<file path="src/rtl/core/mwsd_pkg.sv">
// shared types and constants of the multichannel window sum detector
package mwsd_pkg;

    localparam int NUM_CHANNELS = 3;
    localparam int SAMPLE_W     = 8;
    localparam int SUM_W        = 12;
    localparam int CH_W         = 2;
    localparam int WLEN_W       = 5;
    localparam int CFG_INDEX_W  = 1;
    localparam int CFG_DATA_W   = 12;
    localparam int IN_TDATA_W   = 8;
    localparam int OUT_TDATA_W  = 16;

    typedef logic [CH_W-1:0]        ch_t;
    typedef logic [SAMPLE_W-1:0]    sample_t;
    typedef logic [SUM_W-1:0]       sum_t;
    typedef logic [CFG_INDEX_W-1:0] cfg_index_t;

    // configuration register indexes
    localparam cfg_index_t REG_WINDOW_LENGTH    = 1'd0;
    localparam cfg_index_t REG_DETECT_THRESHOLD = 1'd1;

    // register reset values
    localparam logic [WLEN_W-1:0] WINDOW_LENGTH_RESET    = 5'd3;
    localparam sum_t              DETECT_THRESHOLD_RESET = 12'd100;

    localparam ch_t LAST_CHANNEL = 2'(NUM_CHANNELS - 1);

endpackage

</file>
<file path="src/rtl/core/mwsd_ram.sv">
// generic single-write, single-read ram with registered read data
module mwsd_ram #(
    parameter int WIDTH = 8,
    parameter int DEPTH = 12
) (
    input  logic                     clk,
    input  logic                     we,
    input  logic [$clog2(DEPTH)-1:0] waddr,
    input  logic [WIDTH-1:0]         wdata,
    input  logic                     re,
    input  logic [$clog2(DEPTH)-1:0] raddr,
    output logic [WIDTH-1:0]         rdata
);

    logic [WIDTH-1:0] mem [DEPTH];

    // write port
    always_ff @(posedge clk)
    begin
        if (we)
        begin
            mem[waddr] <= wdata;
        end
    end

    // registered read port, holds its data while re is low
    always_ff @(posedge clk)
    begin
        if (re)
        begin
            rdata <= mem[raddr];
        end
    end

endmodule

</file>
<file path="src/rtl/core/multichannel_window_sum_detector.sv">
// top level of the round-robin moving window sum detector
//
// Samples arrive on the slave stream and are dealt to channels 0, 1, 2 in turn. Each channel
// keeps a ring of its RING_DEPTH newest samples in one shared ram; a running window sum per
// channel is updated by adding the new sample and subtracting the one that leaves the window,
// which the ram read of the accept cycle fetches. One transaction is accepted per clock while
// the output is not stalled and no rebuild runs; its result is loaded into the output register
// from the update stage (the ram read happens on the accept edge, the update when the update
// stage fires). The result gives the channel, its window sum, and a detect bit per channel (sum
// strictly above detect_threshold). Unwritten ring entries read as zero through per-entry valid
// bits, so there is no clearing pass after reset. A write to window_length starts a rebuild of
// all three sums from the rings: s_tready stays low while the rebuild runs (not at all for a
// length of zero). A threshold write takes effect at once.
module multichannel_window_sum_detector #(
    parameter int RING_DEPTH = 4
) (
    input  logic                           clk,
    input  logic                           rst_n,
    // slave stream: tdata = sample[7:0]
    input  logic                           s_tvalid,
    output logic                           s_tready,
    input  logic [mwsd_pkg::IN_TDATA_W-1:0]  s_tdata,
    // master stream: tdata = window_sum[11:0], detect_flags[14:12], zero pad[15]
    output logic                           m_tvalid,
    input  logic                           m_tready,
    output logic [mwsd_pkg::OUT_TDATA_W-1:0] m_tdata,
    // master stream: tuser = channel[1:0]
    output logic [mwsd_pkg::CH_W-1:0]      m_tuser,
    // configuration write port
    input  logic                           cfg_we,
    input  logic [mwsd_pkg::CFG_INDEX_W-1:0] cfg_index,
    input  logic [mwsd_pkg::CFG_DATA_W-1:0]  cfg_wdata
);

    import mwsd_pkg::*;

    localparam int SLOT_W    = (RING_DEPTH > 1) ? $clog2(RING_DEPTH) : 1;
    localparam int LEN_W     = $clog2(RING_DEPTH + 1);
    localparam int MOD_W     = $clog2(2 * RING_DEPTH + 1);
    localparam int RAM_DEPTH = NUM_CHANNELS * RING_DEPTH;
    localparam int ADDR_W    = $clog2(RAM_DEPTH);
    localparam int MAX_SUM   = 255 * RING_DEPTH;

    typedef logic [SLOT_W-1:0] slot_t;
    typedef logic [ADDR_W-1:0] addr_t;
    typedef logic [LEN_W-1:0]  len_t;

    // ring address of a slot of a channel
    function automatic addr_t ring_addr(input ch_t ch, input slot_t slot);
        ring_addr = addr_t'(ADDR_W'(ch) * ADDR_W'(RING_DEPTH) + ADDR_W'(slot));
    endfunction

    // configuration registers
    logic [WLEN_W-1:0] window_length_reg;
    sum_t              detect_threshold_reg;

    // channel state
    slot_t write_slot_reg [NUM_CHANNELS];
    ch_t   next_channel_reg;
    sum_t  sums_reg [NUM_CHANNELS];
    logic [RAM_DEPTH-1:0] ring_valid_reg;

    // update stage
    logic    s1_valid_reg;
    ch_t     s1_ch_reg;
    slot_t   s1_slot_reg;
    sample_t s1_sample_reg;

    // rebuild sequencer
    logic  rc_active_reg;
    ch_t   rc_ch_reg;
    len_t  rc_idx_reg;
    logic  rc_pend_reg;
    ch_t   rc_pend_ch_reg;

    // ram read side
    logic    rd_valid_reg;
    sample_t rd_data;
    logic    ram_re;
    addr_t   ram_raddr;
    addr_t   s1_addr;

    // output register
    logic                   out_valid_reg;
    ch_t                    out_channel_reg;
    sum_t                   out_sum_reg;
    logic [NUM_CHANNELS-1:0] out_flags_reg;

    len_t    len_eff;
    slot_t   acc_slot;
    slot_t   lv_slot;
    logic [MOD_W-1:0] lv_tmp;
    slot_t   rc_slot;
    logic [MOD_W-1:0] rc_tmp;
    addr_t   acc_raddr;
    addr_t   rc_raddr;
    logic    s_fire;
    logic    s1_fire;
    logic    rc_last_idx;
    logic    wlen_write;
    sample_t leave_sample;
    logic [SUM_W:0] upd_sum;
    sum_t    new_sum;
    logic [NUM_CHANNELS-1:0] new_flags;
    sum_t    rc_add_sum;

    // effective window length, clamped to the ring depth
    always_comb
    begin
        if (window_length_reg > WLEN_W'(RING_DEPTH))
        begin
            len_eff = len_t'(RING_DEPTH);
        end
        else
        begin
            len_eff = len_t'(window_length_reg);
        end
    end

    // leaving slot of the accepted sample: write slot minus window length, modulo depth
    always_comb
    begin
        acc_slot = write_slot_reg[next_channel_reg];
        lv_tmp   = MOD_W'(acc_slot) + MOD_W'(RING_DEPTH) - MOD_W'(len_eff);
        if (lv_tmp >= MOD_W'(RING_DEPTH))
        begin
            lv_slot = slot_t'(lv_tmp - MOD_W'(RING_DEPTH));
        end
        else
        begin
            lv_slot = slot_t'(lv_tmp);
        end
        acc_raddr = ring_addr(next_channel_reg, lv_slot);
    end

    // rebuild read slot: newest minus index, modulo depth
    always_comb
    begin
        rc_tmp = MOD_W'(write_slot_reg[rc_ch_reg]) + MOD_W'(RING_DEPTH) - MOD_W'(1)
                 - MOD_W'(rc_idx_reg);
        if (rc_tmp >= MOD_W'(RING_DEPTH))
        begin
            rc_slot = slot_t'(rc_tmp - MOD_W'(RING_DEPTH));
        end
        else
        begin
            rc_slot = slot_t'(rc_tmp);
        end
        rc_raddr    = ring_addr(rc_ch_reg, rc_slot);
        rc_last_idx = ((rc_idx_reg + len_t'(1)) == len_eff);
    end

    // handshake and ram read selection
    assign s1_fire    = s1_valid_reg && (!out_valid_reg || m_tready);
    assign s_tready   = !rc_active_reg && !rc_pend_reg && (!s1_valid_reg || s1_fire);
    assign s_fire     = s_tvalid && s_tready;
    assign ram_re     = s_fire || rc_active_reg;
    assign ram_raddr  = rc_active_reg ? rc_raddr : acc_raddr;
    assign s1_addr    = ring_addr(s1_ch_reg, s1_slot_reg);
    assign wlen_write = cfg_we && (cfg_index == REG_WINDOW_LENGTH);

    // incremental window sum update and detect flags
    always_comb
    begin
        leave_sample = rd_valid_reg ? rd_data : '0;
        upd_sum      = {1'b0, sums_reg[s1_ch_reg]} + (SUM_W+1)'(s1_sample_reg)
                       - (SUM_W+1)'(leave_sample);
        if (len_eff == '0)
        begin
            new_sum = '0;
        end
        else
        begin
            new_sum = upd_sum[SUM_W-1:0];
        end
        for (int c = 0; c < NUM_CHANNELS; c++)
        begin
            if (ch_t'(c) == s1_ch_reg)
            begin
                new_flags[c] = (new_sum > detect_threshold_reg);
            end
            else
            begin
                new_flags[c] = (sums_reg[c] > detect_threshold_reg);
            end
        end
        rc_add_sum = sums_reg[rc_pend_ch_reg] + SUM_W'(leave_sample);
    end

    // ring storage
    mwsd_ram #(
        .WIDTH (SAMPLE_W),
        .DEPTH (RAM_DEPTH)
    ) u_ring_ram (
        .clk   (clk),
        .we    (s1_fire),
        .waddr (s1_addr),
        .wdata (s1_sample_reg),
        .re    (ram_re),
        .raddr (ram_raddr),
        .rdata (rd_data)
    );

    // configuration registers
    always_ff @(posedge clk or negedge rst_n)
    begin
        if (!rst_n)
        begin
            window_length_reg    <= WINDOW_LENGTH_RESET;
            detect_threshold_reg <= DETECT_THRESHOLD_RESET;
        end
        else if (cfg_we)
        begin
            unique case (cfg_index)
                REG_WINDOW_LENGTH:    window_length_reg    <= cfg_wdata[WLEN_W-1:0];
                REG_DETECT_THRESHOLD: detect_threshold_reg <= cfg_wdata[SUM_W-1:0];
                default: ;
            endcase
        end
    end

    // accept side: channel rotation, write slots, read valid tracking, update stage
    always_ff @(posedge clk or negedge rst_n)
    begin
        if (!rst_n)
        begin
            next_channel_reg <= '0;
            for (int c = 0; c < NUM_CHANNELS; c++)
            begin
                write_slot_reg[c] <= '0;
            end
            rd_valid_reg  <= 1'b0;
            s1_valid_reg  <= 1'b0;
            s1_ch_reg     <= '0;
            s1_slot_reg   <= '0;
            s1_sample_reg <= '0;
        end
        else
        begin
            if (ram_re)
            begin
                rd_valid_reg <= ring_valid_reg[ram_raddr];
            end
            if (s_fire)
            begin
                s1_ch_reg     <= next_channel_reg;
                s1_slot_reg   <= acc_slot;
                s1_sample_reg <= s_tdata[SAMPLE_W-1:0];
                if (acc_slot == slot_t'(RING_DEPTH - 1))
                begin
                    write_slot_reg[next_channel_reg] <= '0;
                end
                else
                begin
                    write_slot_reg[next_channel_reg] <= acc_slot + slot_t'(1);
                end
                if (next_channel_reg == LAST_CHANNEL)
                begin
                    next_channel_reg <= '0;
                end
                else
                begin
                    next_channel_reg <= next_channel_reg + ch_t'(1);
                end
            end
            if (s_fire)
            begin
                s1_valid_reg <= 1'b1;
            end
            else if (s1_fire)
            begin
                s1_valid_reg <= 1'b0;
            end
        end
    end

    // ring entry valid bits
    always_ff @(posedge clk or negedge rst_n)
    begin
        if (!rst_n)
        begin
            ring_valid_reg <= '0;
        end
        else if (s1_fire)
        begin
            ring_valid_reg[s1_addr] <= 1'b1;
        end
    end

    // window sums and rebuild sequencer
    always_ff @(posedge clk or negedge rst_n)
    begin
        if (!rst_n)
        begin
            for (int c = 0; c < NUM_CHANNELS; c++)
            begin
                sums_reg[c] <= '0;
            end
            rc_active_reg  <= 1'b0;
            rc_ch_reg      <= '0;
            rc_idx_reg     <= '0;
            rc_pend_reg    <= 1'b0;
            rc_pend_ch_reg <= '0;
        end
        else
        begin
            if (wlen_write)
            begin
                for (int c = 0; c < NUM_CHANNELS; c++)
                begin
                    sums_reg[c] <= '0;
                end
                rc_active_reg <= (cfg_wdata[WLEN_W-1:0] != '0);
                rc_ch_reg     <= '0;
                rc_idx_reg    <= '0;
                rc_pend_reg   <= 1'b0;
            end
            else
            begin
                rc_pend_reg    <= rc_active_reg;
                rc_pend_ch_reg <= rc_ch_reg;
                if (s1_fire)
                begin
                    sums_reg[s1_ch_reg] <= new_sum;
                end
                else if (rc_pend_reg)
                begin
                    sums_reg[rc_pend_ch_reg] <= rc_add_sum;
                end
                if (rc_active_reg)
                begin
                    if (rc_last_idx)
                    begin
                        rc_idx_reg <= '0;
                        if (rc_ch_reg == LAST_CHANNEL)
                        begin
                            rc_active_reg <= 1'b0;
                            rc_ch_reg     <= '0;
                        end
                        else
                        begin
                            rc_ch_reg <= rc_ch_reg + ch_t'(1);
                        end
                    end
                    else
                    begin
                        rc_idx_reg <= rc_idx_reg + len_t'(1);
                    end
                end
            end
        end
    end

    // output register
    always_ff @(posedge clk or negedge rst_n)
    begin
        if (!rst_n)
        begin
            out_valid_reg   <= 1'b0;
            out_channel_reg <= '0;
            out_sum_reg     <= '0;
            out_flags_reg   <= '0;
        end
        else
        begin
            if (s1_fire)
            begin
                out_valid_reg   <= 1'b1;
                out_channel_reg <= s1_ch_reg;
                out_sum_reg     <= new_sum;
                out_flags_reg   <= new_flags;
            end
            else if (m_tready)
            begin
                out_valid_reg <= 1'b0;
            end
        end
    end

    assign m_tvalid = out_valid_reg;
    assign m_tdata  = {1'b0, out_flags_reg, out_sum_reg};
    assign m_tuser  = out_channel_reg;

    // no transaction accepted while the sums are being rebuilt
    assert property (@(posedge clk) disable iff (!rst_n)
        (rc_active_reg || rc_pend_reg) |-> !s_tready)
        else $error("input accepted during sum rebuild");

    // channel rotation never leaves the channel range
    assert property (@(posedge clk) disable iff (!rst_n)
        next_channel_reg != ch_t'(NUM_CHANNELS))
        else $error("channel pointer out of range");

    // a stalled update stage keeps its transaction
    assert property (@(posedge clk) disable iff (!rst_n)
        (s1_valid_reg && out_valid_reg && !m_tready) |=>
        (s1_valid_reg && $stable(s1_ch_reg) && $stable(s1_sample_reg)))
        else $error("update stage lost a stalled transaction");

    // an update always lands in the output register
    assert property (@(posedge clk) disable iff (!rst_n)
        s1_fire |=> (out_valid_reg && out_channel_reg == $past(s1_ch_reg)))
        else $error("update did not reach the output register");

    // running sums stay within what the ring can hold
    assert property (@(posedge clk) disable iff (!rst_n)
        (sums_reg[0] <= SUM_W'(MAX_SUM)) && (sums_reg[1] <= SUM_W'(MAX_SUM))
        && (sums_reg[2] <= SUM_W'(MAX_SUM)))
        else $error("window sum out of range");

endmodule
</file>
<file path="config.mk">
export PLATFORM = sky130hd
export DESIGN_NAME = multichannel_window_sum_detector
export DESIGN_NICKNAME = d
export VERILOG_FILES = /design/src/rtl/core/mwsd_pkg.sv /design/src/rtl/core/mwsd_ram.sv /design/src/rtl/core/multichannel_window_sum_detector.sv
export SDC_FILE = /design/constraint.sdc
export NUM_CORES = 1
export LEC_CHECK = 0
export ABC_AREA = 1
export BUFFER_PORTS_ARGS = -buffer_cell sky130_fd_sc_hd__buf_2
export CAP_MARGIN = 10
export CORE_AREA = 3 3 150 152
export CTS_CLUSTER_DIAMETER = 30
export DETAILED_ROUTE_END_ITERATION = 8
export DIE_AREA = 0 0 153 155
export PLACE_DENSITY = 0.82
export SKIP_CTS_REPAIR_TIMING = 1
export SYNTH_ARGS = -nofsm -noshare
export SYNTH_HDL_FRONTEND = slang
export SYNTH_HIERARCHICAL = 1
export SYNTH_SLANG_ARGS = --single-unit
</file>
<file path="constraint.sdc">
create_clock -name clk -period 10.8 [get_ports clk]
set_input_delay 1.08 -clock clk [delete_from_list [all_inputs] [get_ports clk]]
set_output_delay 1.08 -clock clk [all_outputs]
set_load 0.05 [all_outputs]
</file>
# Word level (Yosys, flattened, before mapping)
# Memories as Yosys holds them, arrays and structs flattened. A register that Yosys moved wholly into a read port is not among the register bits.
# Index checks and enable logic that the tools add are counted.
classes:
  bitwise_logic: 8
  n_addsub: 17
  n_lt_le_gt_ge: 17
  reduce_logical: 27
  n_eq_ne: 6
  n_mux: 57
ops:
  columns: ["op", "n"]
  rows:
  - ["36-bit 2-to-1 mux", 3]
  - ["12-bit 2-to-1 mux", 7]
  - ["36-bit bitwise mux", 2]
  - ["12-bit binary-select mux with 2-bit select", 2]
  - ["12-bit demux with 2-bit select", 2]
  - ["12-bit greater-than comparator", 4]
  - ["12-bit by 8-bit adder with 12-bit output", 2]
  - ["2-bit 2-to-1 mux", 12]
  - ["1-bit 2-to-1 mux", 16]
  - ["4-bit by 2-bit adder with 4-bit output", 3]
  - ["3-bit greater-or-equal comparator (second input constant)", 4]
  - ["3-bit 2-to-1 mux", 4]
  - ["2-bit inverter with 3-bit output", 4]
  - ["12-bit bitwise OR", 1]
  - ["12-bit by 8-bit subtractor with 12-bit output", 1]
  - ["4-bit by 5-bit < comparator with 1-bit output (second input constant)", 2]
  - ["1-bit logical AND", 9]
  - ["3-bit by 1-bit < comparator with 1-bit output (second input constant)", 3]
  - ["2-bit by 3-bit adder with 4-bit output (second input constant)", 2]
  - ["2-bit binary-select mux with 2-bit select", 2]
  - ["4-bit by 3-bit greater-or-equal comparator with 1-bit output (second input constant)", 2]
  - ["8-bit 2-to-1 mux", 1]
  - ["2-bit nonzero test", 4]
  - ["4-bit by 3-bit subtractor with 4-bit output", 2]
  - ["other kinds (26)", 38]
totals:
  ff_bits: 114
  inputBits: 26
  output_inout_bits: 20
  word_cells: 157
  n_memories: 1
  ram_bits: 96
mem_list:
  columns: ["memory", "depth", "width", "read_ports", "rd_clocked_by_memory_dff", "write_ports", "line_no", "text"]
  rows:
  - ["u_ring_ram.mem", 12, 8, 1, 1, 1, "mwsd_ram.sv:15", "logic [WIDTH-1:0] mem [DEPTH];"]

# Logic depth before layout (Yosys ltp)
# Gate-level depths: netlist of run 1.
depth:
  depth_word: 13
  mapped_depth: 27
  ltp_nobuf: 26

# Modules after synthesis
# The synthesis of run 1 kept the hierarchy.
by_module_without_submodules:
  columns: ["module", "seq_area_each_um2", "area_each_um2", "instances", "cells_each"]
  rows:
  - ["multichannel_window_sum_detector", 2859.0, 8179.1, 1, 1105]
  - ["mwsd_ram", 3123.0, 4375.4, 1, 388]

# Worst setup path before layout of run 1
# Ideal clock, no wire load.
synth_path:
  path_kind: "reg2reg"
  from: "register s1_ch_reg[0]"
  to: "register out_flags_reg[2]"
  synth_period_minus_slack_ns: 3.943
  path_buffers: 1
  stages_incl_launch_ff: 28
  t_required_ns: 10.682
  t_arrival_ns: 3.825
  setup_time_ns: 0.118
  setup_slack_ns: 6.857
  path_cell_list: "dfrtp_1 inv_2 nor2_4 inv_1 clkbuf_1 o22ai_1 a21oi_1 fa_1 inv_1 ha_1 a21oi_1 nand2_1 nand2_1 nand2_1 nand2_1 nand2_1 nand2_1 inv_1 nor2_1 ha_1 a21oi_1 nor2_1 a211oi_1 nand3_1 nand3_1 nand2_1 nand2_1 nand2_1"
synth_via:
  elab_chain_len: 9
  word_cells_on_any_way: 10
  classes_between: "2 x add/sub; 1 x order compare; 1 x eq/ne; 5 x mux; 1 x bitwise"
synth_rtl:
  columns: ["item", "line_no", "text"]
  rows:
  - ["start, declared", "multichannel_window_sum_detector.sv:65", "ch_t s1_ch_reg;"]
  - ["start signal, assigned", "multichannel_window_sum_detector.sv:246", "s1_ch_reg <= next_channel_reg;"]
  - ["2-bit inverter with 3-bit output (implied by the code)", "multichannel_window_sum_detector.sv:166", "upd_sum = {1'b0, sums_reg[s1_ch_reg]} + (SUM_W+1)'(s1_sample_reg)"]
  - ["12-bit binary-select mux with 2-bit select", "multichannel_window_sum_detector.sv:166", null]
  - ["12-bit 2-to-1 mux (implied by the code) (2 in series)", "multichannel_window_sum_detector.sv:166", null]
  - ["12-bit by 8-bit adder with 12-bit output", "multichannel_window_sum_detector.sv:166", null]
  - ["12-bit by 8-bit subtractor with 12-bit output", "multichannel_window_sum_detector.sv:167", "- (SUM_W+1)'(leave_sample);"]
  - ["12-bit 2-to-1 mux", "multichannel_window_sum_detector.sv:168", "if (len_eff == '0)"]
  - ["named net new_sum[9]", "multichannel_window_sum_detector.sv:103", "sum_t new_sum;"]
  - ["12-bit greater-than comparator", "multichannel_window_sum_detector.sv:180", "new_flags[c] = (new_sum > detect_threshold_reg);"]
  - ["1-bit 2-to-1 mux", "multichannel_window_sum_detector.sv:178", "if (ch_t'(c) == s1_ch_reg)"]
  - ["end signal, assigned", "multichannel_window_sum_detector.sv:371", "out_flags_reg <= new_flags;"]
  - ["end, declared", "multichannel_window_sum_detector.sv:87", "logic [NUM_CHANNELS-1:0] out_flags_reg;"]
# The timed path passes the listed nets, and every way through them passes these cells. The select of a mux whose other input is x is not followed.
# A chain may end at the register's enable or synchronous reset.

# Worst setup path after layout of run 1
# Ends and elaborated chain as after synthesis.

==> metrics.txt, run 1 <==
aggregate global routing overflow 0; data arrival at the endpoint of the critical path 5.63 ns; outcome finished clean; worst setup path class flip-flop to flip-flop; min cycle time layout 5.21 ns; first drt pass iteration count 8; Cell Rows 53; Die ar. 0.0237 sq mm; leading cell type in the layout, fill and taps excluded sky130_fd_sc_hd__nand2_1; simple-gate area share of the yosys netlist 0.224; Syn Inst Count approximately 1500; maximum fanout encountered on the critical timing path 19; largest net degree at the start of global routing 71; Reg clk slew, reported paths 0.05 ns; count of yosys warnings during synthesis 6; layout cells sized above 1 0.103; synthesized net count 1600; PortBufs 44; global-route usage over all layers 0.295; unique cell type count in the Yosys netlist 50; clock tree from TritonCTS done; main combinational cell family by area after synthesis simple AND/OR/NAND/NOR gates; Post-Synth Adder-Cell Area 0.0861; DP Wirelength 23800 um; Area Overhead vs Synth 14.4%; Avg Synthesized Cell Area ~8.4 sq um; final slew viol count 0; Chip Height 155 um; Peak Freq 192 MHz; sink count of the clock tree 218; portion of the clock cycle consumed by the worst path in the final layout 0.483; synthesized-area fraction occupied by ao, oa, aoi and oai cells 0.113; final-report hold violation count 0; number of top-level pins between 40 and 50; clock buffers created by TritonCTS between 40 and 50; routed wire length roughly 35000 um; routability congestion estimate from global placement 0.970; vias after detailed routing 10900; Hold Crit Class flip-flop to flip-flop; DRC violations left 0; Worst Setup End Kind flip-flop; first-pass GRT wire length 56100 um; max reg flops 96; required arrival time at the worst endpoint 11.22 ns; H-Tree Level Count 2; highest-delay cell along the critical path sky130_fd_sc_hd__fa_1; Worst path max stage delay just over 0.5 ns; number of synthesized register bits 218; commonest non-fill, non-tap cells in the layout sky130_fd_sc_hd__nand2_1 (382), sky130_fd_sc_hd__inv_1 (216), sky130_fd_sc_hd__nand3_1 (144), sky130_fd_sc_hd__dfrtp_1 (109), sky130_fd_sc_hd__edfxtp_1 (104); antenna cells 0; clk root buf sky130_fd_sc_hd__clkbuf_16; max-slew headroom at the worst pin 0.254; Max Buffers Root-to-Sink 3; via count of the first global-routing pass 10600; RSZ-0062 raised after global routing no; initial antenna violation count 0; layout net count 1650; placeable core region approximately 0.021 sq mm; Setup crit start kind flip-flop; post-synthesis sequential area ratio 0.476; post-detailed-route count of antenna-violating nets 0; multiplexer fraction of the synthesized cell area 0.00179; cell seen most often among critical-path stages sky130_fd_sc_hd__nand2_1; final setup fails 0; number of violations of the max-capacitance limit 0; insertion delay of the later-clocked pin in the worst-skew pair 0.54 ns; Vias per Instance just under 6; drt initial violations between 1000 and 1500; fraction of synthesized cell area in xor and xnor cells 0.00767; area of the mapped netlist 0.0126 sq mm; starting density of the core 0.593; width of the die 153 um; transition time of the tightest slew-check pin 1.12 ns; DR WL/cell 18.8 um; final setup skew 0.0179 ns; aggregate negative setup slack 0 ns
-- final timing paths --
check / to / from / slack [ns] / cells past startpoint
max: out_flags_reg[2] / s1_ch_reg[0] / 5.59 / 26
min: ring_valid_reg[10] / ring_valid_reg[10] / 0.45 / 2
max reg2reg: out_flags_reg[2] / s1_ch_reg[0] / 5.59 / 26
min reg2reg: ring_valid_reg[10] / ring_valid_reg[10] / 0.45 / 2
max in group asynchronous: sums_reg[1] / rst_n / 8.93 / 2
min in group asynchronous: detect_threshold_reg[11] / rst_n / 0.56 / 1
-- metrics by stage --
stage	cell area, sq um	hold slack (ns)	util	worst slack (ns)	cells
floorplan	12600	0.419	-	6.86	1493
global placement	12900	0.432	0.611	6.06	1774
detailed placement	12900	0.437	0.611	5.86	1774
CTS	14400	0.448	0.679	5.80	1852
global route	14400	0.463	0.679	5.32	1852
finish	14400	0.449	0.679	5.59	1852
-- worst max-delay path: cells and delay by family, from the launching register on --
family,cells,cell delay (ns)
adders and majority gates,3,1.24
and+or+nand+nor,14,1.88
DFF,1,0.47
AOI/OAI and AO/OA,5,0.89
buffers and inverters,4,0.59
-- synthesized netlist by cell type (all sizes together) --
library cell	count	area share
a211oi	2	0.0012
a21boi	1	0.00060
a21o	5	0.0030
a21oi	54	0.022
a22oi	19	0.011
a31o	5	0.0035
a31oi	4	0.0032
a32o	2	0.0016
and2	3	0.0015
buf	25	0.015
clkbuf	19	0.0057
clkinv	2	0.00060
conb	1	0.00030
dfrtp	109	0.22
dfstp	5	0.010
edfxtp	104	0.25
fa	9	0.014
ha	72	0.072
inv	231	0.069
mux2	2	0.0018
nand2	385	0.12
nand2b	1	0.00050
nand3	144	0.057
nand3b	1	0.00060
nand4	19	0.0095
nor2	101	0.034
nor3	4	0.0025
nor4	2	0.0010
o2111ai	1	0.00070
o21a	2	0.0012
o21ai	108	0.043
o21bai	4	0.0024
o221ai	10	0.0075
o22ai	22	0.011
o31ai	2	0.0012
or2	2	0.0010
xnor2	3	0.0021
xor2	8	0.0056
-- cell type report --
cell class / count / area [sq um]
clock buffers: 52 / 1120
clock inverters: 26 / 325
fillers: 1638 / 6790
inverters: 233 / 880
multi-input cells: 998 / 5440
flip-flops and latches: 218 / 5980
well taps: 275 / 344
repair buffers: 50 / 268
-- per-layer routing --
metal | wire (um) | vias up | track usage
li1 | - | 5066 | -
met1 | 14800 | 5164 | 0.428
met2 | 15600 | 637 | 0.457
met3 | 3850 | 63 | 0.0659
met4 | 590 | 0 | 0.0751
met5 | 0 | - | 0
-- cell families (layout without fill, tap and decap cells) --
| family | Yosys count | count (layout) |
|---|---|---|
| compound gates | 241 | 241 |
| other cells | 1 | 1 |
| flops | 218 | 218 |
| xor+xnor | 11 | 11 |
| fa+ha+maj | 81 | 81 |
| mux | 2 | 2 |
| buf+inv | 277 | 361 |
| simple gates | 662 | 662 |
Power of run 1 is not shown: default switching activity piles up to over one toggle a cycle in this logic, so the estimate is an artifact.
==> run 2: changes to the inputs <==
--- a/config.mk
+++ b/config.mk
@@ -8,10 +8,10 @@
 export ABC_AREA = 1
 export BUFFER_PORTS_ARGS = -buffer_cell sky130_fd_sc_hd__buf_2
 export CAP_MARGIN = 10
-export CORE_AREA = 3 3 150 152
+export CORE_AREA = 3 3 153 155
 export CTS_CLUSTER_DIAMETER = 30
 export DETAILED_ROUTE_END_ITERATION = 8
-export DIE_AREA = 0 0 153 155
+export DIE_AREA = 0 0 156 158
 export PLACE_DENSITY = 0.82
 export SKIP_CTS_REPAIR_TIMING = 1
 export SYNTH_ARGS = -nofsm -noshare
==> constraint.sdc (replaced) <==
create_clock -name clk -period 4.7 [get_ports clk]
set_input_delay 0.47 -clock clk [delete_from_list [all_inputs] [get_ports clk]]
set_output_delay 0.47 -clock clk [all_outputs]
set_load 0.05 [all_outputs]
==> run 2 against run 1 <==
Effect of this change:
- first-iteration DRC count down 8.0%
- highest routed layer unchanged
- global-route usage down 0.69 points
- largest cell class unchanged
- maximum frequency rose by 21%
- die area up 3.9%
==> metrics.txt, run 2 (synthesis gave the netlist of run 1 again) <==
worst setup path class flip-flop to flip-flop; global-route usage over all layers 0.288 (-0.00692); hold_ws 0.107 ns (-0.342 ns); DRC violations left 0 (unchanged); largest net degree at the start of global routing 74 (+4.2%); Reg clk slew, reported paths 0.05 ns (about the same); clk root buf sky130_fd_sc_hd__clkbuf_16; CP startpoint s1_ch_reg[0]; leading cell type in the layout, fill and taps excluded sky130_fd_sc_hd__nand2_1; Vias per Instance 5.91 (about the same); outcome finished clean; Peak Freq 232 MHz (+21%); number of top-level pins 46 (unchanged); routed wire length 35500 um (+1.6%); critical register-to-register path endpoint out_flags_reg[2]; transition time of the tightest slew-check pin 1.01 ns (-0.101 ns); min cycle time layout 4.31 ns (-0.898 ns); maximum fanout encountered on the critical timing path 6 (-13); layout cells sized above 1 0.116 (+0.0129); sink count of the clock tree 218 (unchanged); portion of the clock cycle consumed by the worst path in the final layout 0.918 (+0.435); final setup skew 0.0247 ns (+0.00685 ns); number of violations of the max-capacitance limit 0 (unchanged); Cell Rows 54 (+1.9%); post-detailed-route count of antenna-violating nets 0 (unchanged); insertion delay of the later-clocked pin in the worst-skew pair 0.54 ns (about the same); reg2reg start s1_ch_reg[0]; highest-delay cell along the critical path sky130_fd_sc_hd__dfrtp_1; Area Overhead vs Synth 16.3%; Worst Setup End Kind flip-flop; vias after detailed routing 11100 (+1.2%); data arrival at the endpoint of the critical path 4.73 ns (-0.90 ns); max-slew headroom at the worst pin 0.324 (+0.0703); setup slack of the most critical reg-to-reg path 0.39 ns (-5.20 ns); initial antenna violation count 0 (unchanged); via count of the first global-routing pass 10500 (-0.91%); Chip Height 158 um (+1.9%); clock buffers created by TritonCTS 43 (+2.4%); RSZ-0062 raised after global routing no; cell seen most often among critical-path stages sky130_fd_sc_hd__nand2_1; PortBufs 44 (unchanged); DP Wirelength 24400 um (+2.6%); Setup crit start kind flip-flop; clock tree from TritonCTS done; final slew viol count 0 (unchanged); placeable core region 0.0220 sq mm (+3.8%); Worst path max stage delay 0.49 ns (-0.02 ns); drt initial violations 1284 (-8.0%); required arrival time at the worst endpoint 5.11 ns (-6.11 ns); aggregate negative setup slack 0 ns (unchanged); layout net count 1663 (+0.79%); R2R cell count 26 (unchanged); DR WL/cell 18.9 um (+0.52%); first drt pass iteration count 6 (-2); aggregate global routing overflow 0 (unchanged); first-pass GRT wire length 55800 um (-0.55%); Hold Crit Class primary input to asynchronous set/reset pin; Die ar. 0.0246 sq mm (+3.9%); final-report hold violation count 0 (unchanged); starting density of the core 0.572 (-0.0217); Max Buffers Root-to-Sink 3 (unchanged); final setup fails 0 (unchanged); routability congestion estimate from global placement 1.01 (+3.7%); max reg flops 96 (unchanged); crit path to out_flags_reg[2]; H-Tree Level Count 2 (unchanged); width of the die 156 um (+2.0%); commonest non-fill, non-tap cells in the layout sky130_fd_sc_hd__nand2_1 (381), sky130_fd_sc_hd__inv_1 (215), sky130_fd_sc_hd__nand3_1 (144), sky130_fd_sc_hd__dfrtp_1 (109), sky130_fd_sc_hd__edfxtp_1 (104)
## run 2: cell count changes in the layout (fill, tap and decap cells not counted), moves of 2 or more
cell,before,now
sky130_fd_sc_hd__bufinv_16,5,8
sky130_fd_sc_hd__clkbuf_1,7,2
sky130_fd_sc_hd__inv_6,3,7
sky130_fd_sc_hd__buf_4,7,18
sky130_fd_sc_hd__inv_8,0,3
sky130_fd_sc_hd__clkinvlp_4,3,5
sky130_fd_sc_hd__clkinv_2,7,3
sky130_fd_sc_hd__clkbuf_8,3,0
sky130_fd_sc_hd__clkinv_4,3,6
## run 2: stage by stage
| step | instances | util | area, sq um | setup slack, ns |
|---|---|---|---|---|
| 3_3_place_gp | 1787 | 0.592 | 13000 | 0.622 |
| 3_5_place_dp | 1787 | 0.592 | 13000 | 0.495 |
| 5_1_grt | 1871 | 0.665 | 14600 | 0.0752 |
| 6_report | 1872 | 0.665 | 14600 | 0.387 |
| 4_1_cts | 1867 | 0.663 | 14600 | 0.433 |
| 2_1_floorplan | 1493 | - | 12600 | 0.757 |
## run 2: cell type report
cell class,instances,area (sq um)
fill,1679,7360
sequential,218,5980
multi-input combinational,998,5450
clock buffer,45,1080
inverter,233,883
clock inverter,35,484
timing repair buffer,62,370
tap,280,350
antenna,1,2.50
## run 2: worst max-delay path: cells and delay by family, from the launching register on
family                     cells  cell delay, ns
AOI/OAI and AO/OA              4            0.56
adders and majority gates      3            1.14
and+or+nand+nor               15            1.53
buffers and inverters          4            0.46
DFF                            1            0.49
## run 2: worst min-delay path by stage
| stage | end | slack, ns |
|---|---|---|
| 5_1_grt | s1_sample_reg[0] | 0.13 |
| 3_3_place_gp | ring_valid_reg[9] | 0.44 |
| 2_1_floorplan | detect_threshold_reg[0] | 0.17 |
| 3_5_place_dp | ring_valid_reg[8] | 0.44 |
| 6_report | out_sum_reg[11] | 0.11 |
| 4_1_cts | s1_sample_reg[0] | 0.12 |
## run 2: routing by layer
| layer | GRT usage | share of wire | vias up |
|---|---|---|---|
| li1 | - | - | 5105 |
| met1 | 0.407 | 0.41 | 5178 |
| met2 | 0.453 | 0.45 | 699 |
| met3 | 0.0645 | 0.12 | 77 |
| met4 | 0.0807 | 0.026 | 0 |
| met5 | 0 | 0 | - |
Power of run 2 is left out for the same reason.
==> run 3: changes to the inputs <==
--- a/config.mk
+++ b/config.mk
@@ -8,10 +8,10 @@
 export ABC_AREA = 1
 export BUFFER_PORTS_ARGS = -buffer_cell sky130_fd_sc_hd__buf_2
 export CAP_MARGIN = 10
-export CORE_AREA = 3 3 153 155
+export CORE_AREA = 3 3 150 152
 export CTS_CLUSTER_DIAMETER = 30
 export DETAILED_ROUTE_END_ITERATION = 8
-export DIE_AREA = 0 0 156 158
+export DIE_AREA = 0 0 153 155
 export PLACE_DENSITY = 0.82
 export SKIP_CTS_REPAIR_TIMING = 1
 export SYNTH_ARGS = -nofsm -noshare
==> constraint.sdc (replaced) <==
create_clock -name clk -period 4.5 [get_ports clk]
set_input_delay 0.45 -clock clk [delete_from_list [all_inputs] [get_ports clk]]
set_output_delay 0.45 -clock clk [all_outputs]
set_load 0.05 [all_outputs]
==> run 3 against run 2 <==
Effect of this change:
- wire length grew 1.1%
- worst setup slack worse by 0.091 ns
- die area fell by 3.8%
- sequential cell count is the same
- critical path depth shrank 2
- clock skew up 0.014 ns
- final area grew 0.21%
==> metrics.txt, run 3 (synthesis gave the netlist of run 1 again) <==
data arrival at the endpoint of the critical path 4.62 ns (-0.11 ns); antenna cells 0 (-1); highest-delay cell along the critical path sky130_fd_sc_hd__fa_1; Max Buffers Root-to-Sink 3 (unchanged); sink count of the clock tree 218 (unchanged); routability congestion estimate from global placement 1.00 (-0.38%); first drt pass iteration count 6 (unchanged); Die ar. 0.0237 sq mm (-3.8%); layout net count 1666 (+0.18%); routed wire length 35800 um (+1.1%); reg2reg start s1_ch_reg[0]; Worst Setup End Kind flip-flop; DP Wirelength 24400 um (+0.14%); layout cells sized above 1 0.120 (+0.00402); max-slew headroom at the worst pin 0.281 (-0.0432); leading cell type in the layout, fill and taps excluded sky130_fd_sc_hd__nand2_1; drt initial violations 1378 (+7.3%); starting density of the core 0.593 (+0.0217); portion of the clock cycle consumed by the worst path in the final layout 0.934 (+0.0165); DRC violations left 0 (unchanged); post-detailed-route count of antenna-violating nets 0 (unchanged); placeable core region 0.0212 sq mm (-3.7%); number of violations of the max-capacitance limit 0 (unchanged); Peak Freq 238 MHz (+2.6%); transition time of the tightest slew-check pin 1.08 ns (+0.0647 ns); final slew viol count 0 (unchanged); required arrival time at the worst endpoint 4.92 ns (-0.19 ns); maximum fanout encountered on the critical timing path 7 (+1); global-route usage over all layers 0.299 (+0.0105); critical register-to-register path endpoint out_flags_reg[2]; Setup crit start kind flip-flop; crit path cell chain inv_2 > nor2_4 > clkinvlp_4 > buf_4 > o22ai_1 > a21oi_1 > fa_1 > inv_1 > ha_1 > inv_1 > o21ai_0 > a21boi_0 > nand3_1 > a21oi_1 > and2_4 > ha_1 > nand2_1 > nor2_1 > a211oi_1 > nand3_1 > nand3_1 > nand2_1 > nand2_1 > nand2_1; max reg flops 96 (unchanged); R2R cell count 24 (-7.7%); first-pass GRT wire length 56200 um (+0.69%); clock buffers created by TritonCTS 45 (+4.7%); worst setup path class flip-flop to flip-flop; hold_ws 0.107 ns (-0.000808 ns); clock tree from TritonCTS done; via count of the first global-routing pass 10500 (+0.22%); initial antenna violation count 0 (unchanged); cell seen most often among critical-path stages sky130_fd_sc_hd__nand2_1; Worst path max stage delay 0.51 ns (+0.02 ns); Cell Rows 53 (-1.9%); vias after detailed routing 11000 (-0.89%); min cycle time layout 4.20 ns (-0.109 ns); aggregate global routing overflow 0 (unchanged); H-Tree Level Count 2 (unchanged); number of top-level pins 46 (unchanged); number of filler instances in the final layout 1614 (-3.9%); commonest non-fill, non-tap cells in the layout sky130_fd_sc_hd__nand2_1 (381), sky130_fd_sc_hd__inv_1 (215), sky130_fd_sc_hd__nand3_1 (144), sky130_fd_sc_hd__dfrtp_1 (107), sky130_fd_sc_hd__edfxtp_1 (104); Chip Height 155 um (-1.9%); PortBufs 44 (unchanged); outcome finished clean; setup slack of the most critical reg-to-reg path 0.30 ns (-0.09 ns); Hold Crit Class primary input to asynchronous set/reset pin; width of the die 153 um (-1.9%); final-report hold violation count 0 (unchanged); clk root buf sky130_fd_sc_hd__clkbuf_16; Reg clk slew, reported paths 0.05 ns (about the same); Area Overhead vs Synth 16.5%; Vias per Instance 5.86 (-0.83%); insertion delay of the later-clocked pin in the worst-skew pair 0.56 ns (+0.02 ns); DR WL/cell 19.2 um (+1.2%); final setup fails 0 (unchanged); final setup skew 0.0389 ns (+0.0142 ns); largest net degree at the start of global routing 85 (+15%)
run 3: changes by cell type in the layout (fill, tap and decap cells not counted), moves of 4 or more:
cell and delta:
sky130_fd_sc_hd__inv_6 -5, sky130_fd_sc_hd__clkbuf_1 +6, sky130_fd_sc_hd__clkinv_4 -4, sky130_fd_sc_hd__clkbuf_8 +7
run 3: routing by layer:
layer / GRT usage / routed length (um)
met1: 0.433 / 14900
met2: 0.445 / 15600
met3: 0.0832 / 4510
met4: 0.0882 / 853
met5: 0 / 0
run 3: worst max-delay path by stage:
stage	start	end	cells past startpoint
after CTS	s1_ch_reg[0]	out_flags_reg[2]	26
after detailed placement	s1_ch_reg[0]	out_flags_reg[2]	26
after global routing	s1_ch_reg[0]	out_flags_reg[2]	24
after floorplan	s1_ch_reg[0]	out_flags_reg[2]	27
final	s1_ch_reg[0]	out_flags_reg[2]	24
after global placement	s1_ch_reg[1]	out_flags_reg[2]	25
run 3: final cells by class:
| type | count | area (sq um) | share of cell area |
|---|---|---|---|
| clock inverter | 24 | 338 | 0.0231 |
| sequential | 218 | 5980 | 0.409 |
| clock buffer | 60 | 1250 | 0.0856 |
| timing repair buffer | 63 | 365 | 0.0250 |
| tap | 275 | 344 | 0.0235 |
| multi-input combinational | 998 | 5460 | 0.373 |
| inverter | 233 | 883 | 0.0604 |
run 3: critical path: cells and delay by family, from the launching register on:
| family | cells | cell delay (ns) |
|---|---|---|
| simple gates | 10 | 1.02 |
| compound gates | 6 | 1.11 |
| flops | 1 | 0.44 |
| fa+ha+maj | 3 | 0.94 |
| buf+inv | 5 | 0.56 |
run 3: stage by stage:
step	TNS [ns]	area, sq um	setup WS, ns	std cells	util
finish	0	14600	0.296	1871	0.692
global route	-0.00610	14600	-0.00610	1871	0.692
CTS	0	14600	0.187	1868	0.689
detailed placement	0	13000	0.241	1784	0.614
global placement	0	13000	0.382	1784	0.614
floorplan	0	12600	0.557	1493	-
Power of run 3 is left out for the same reason.
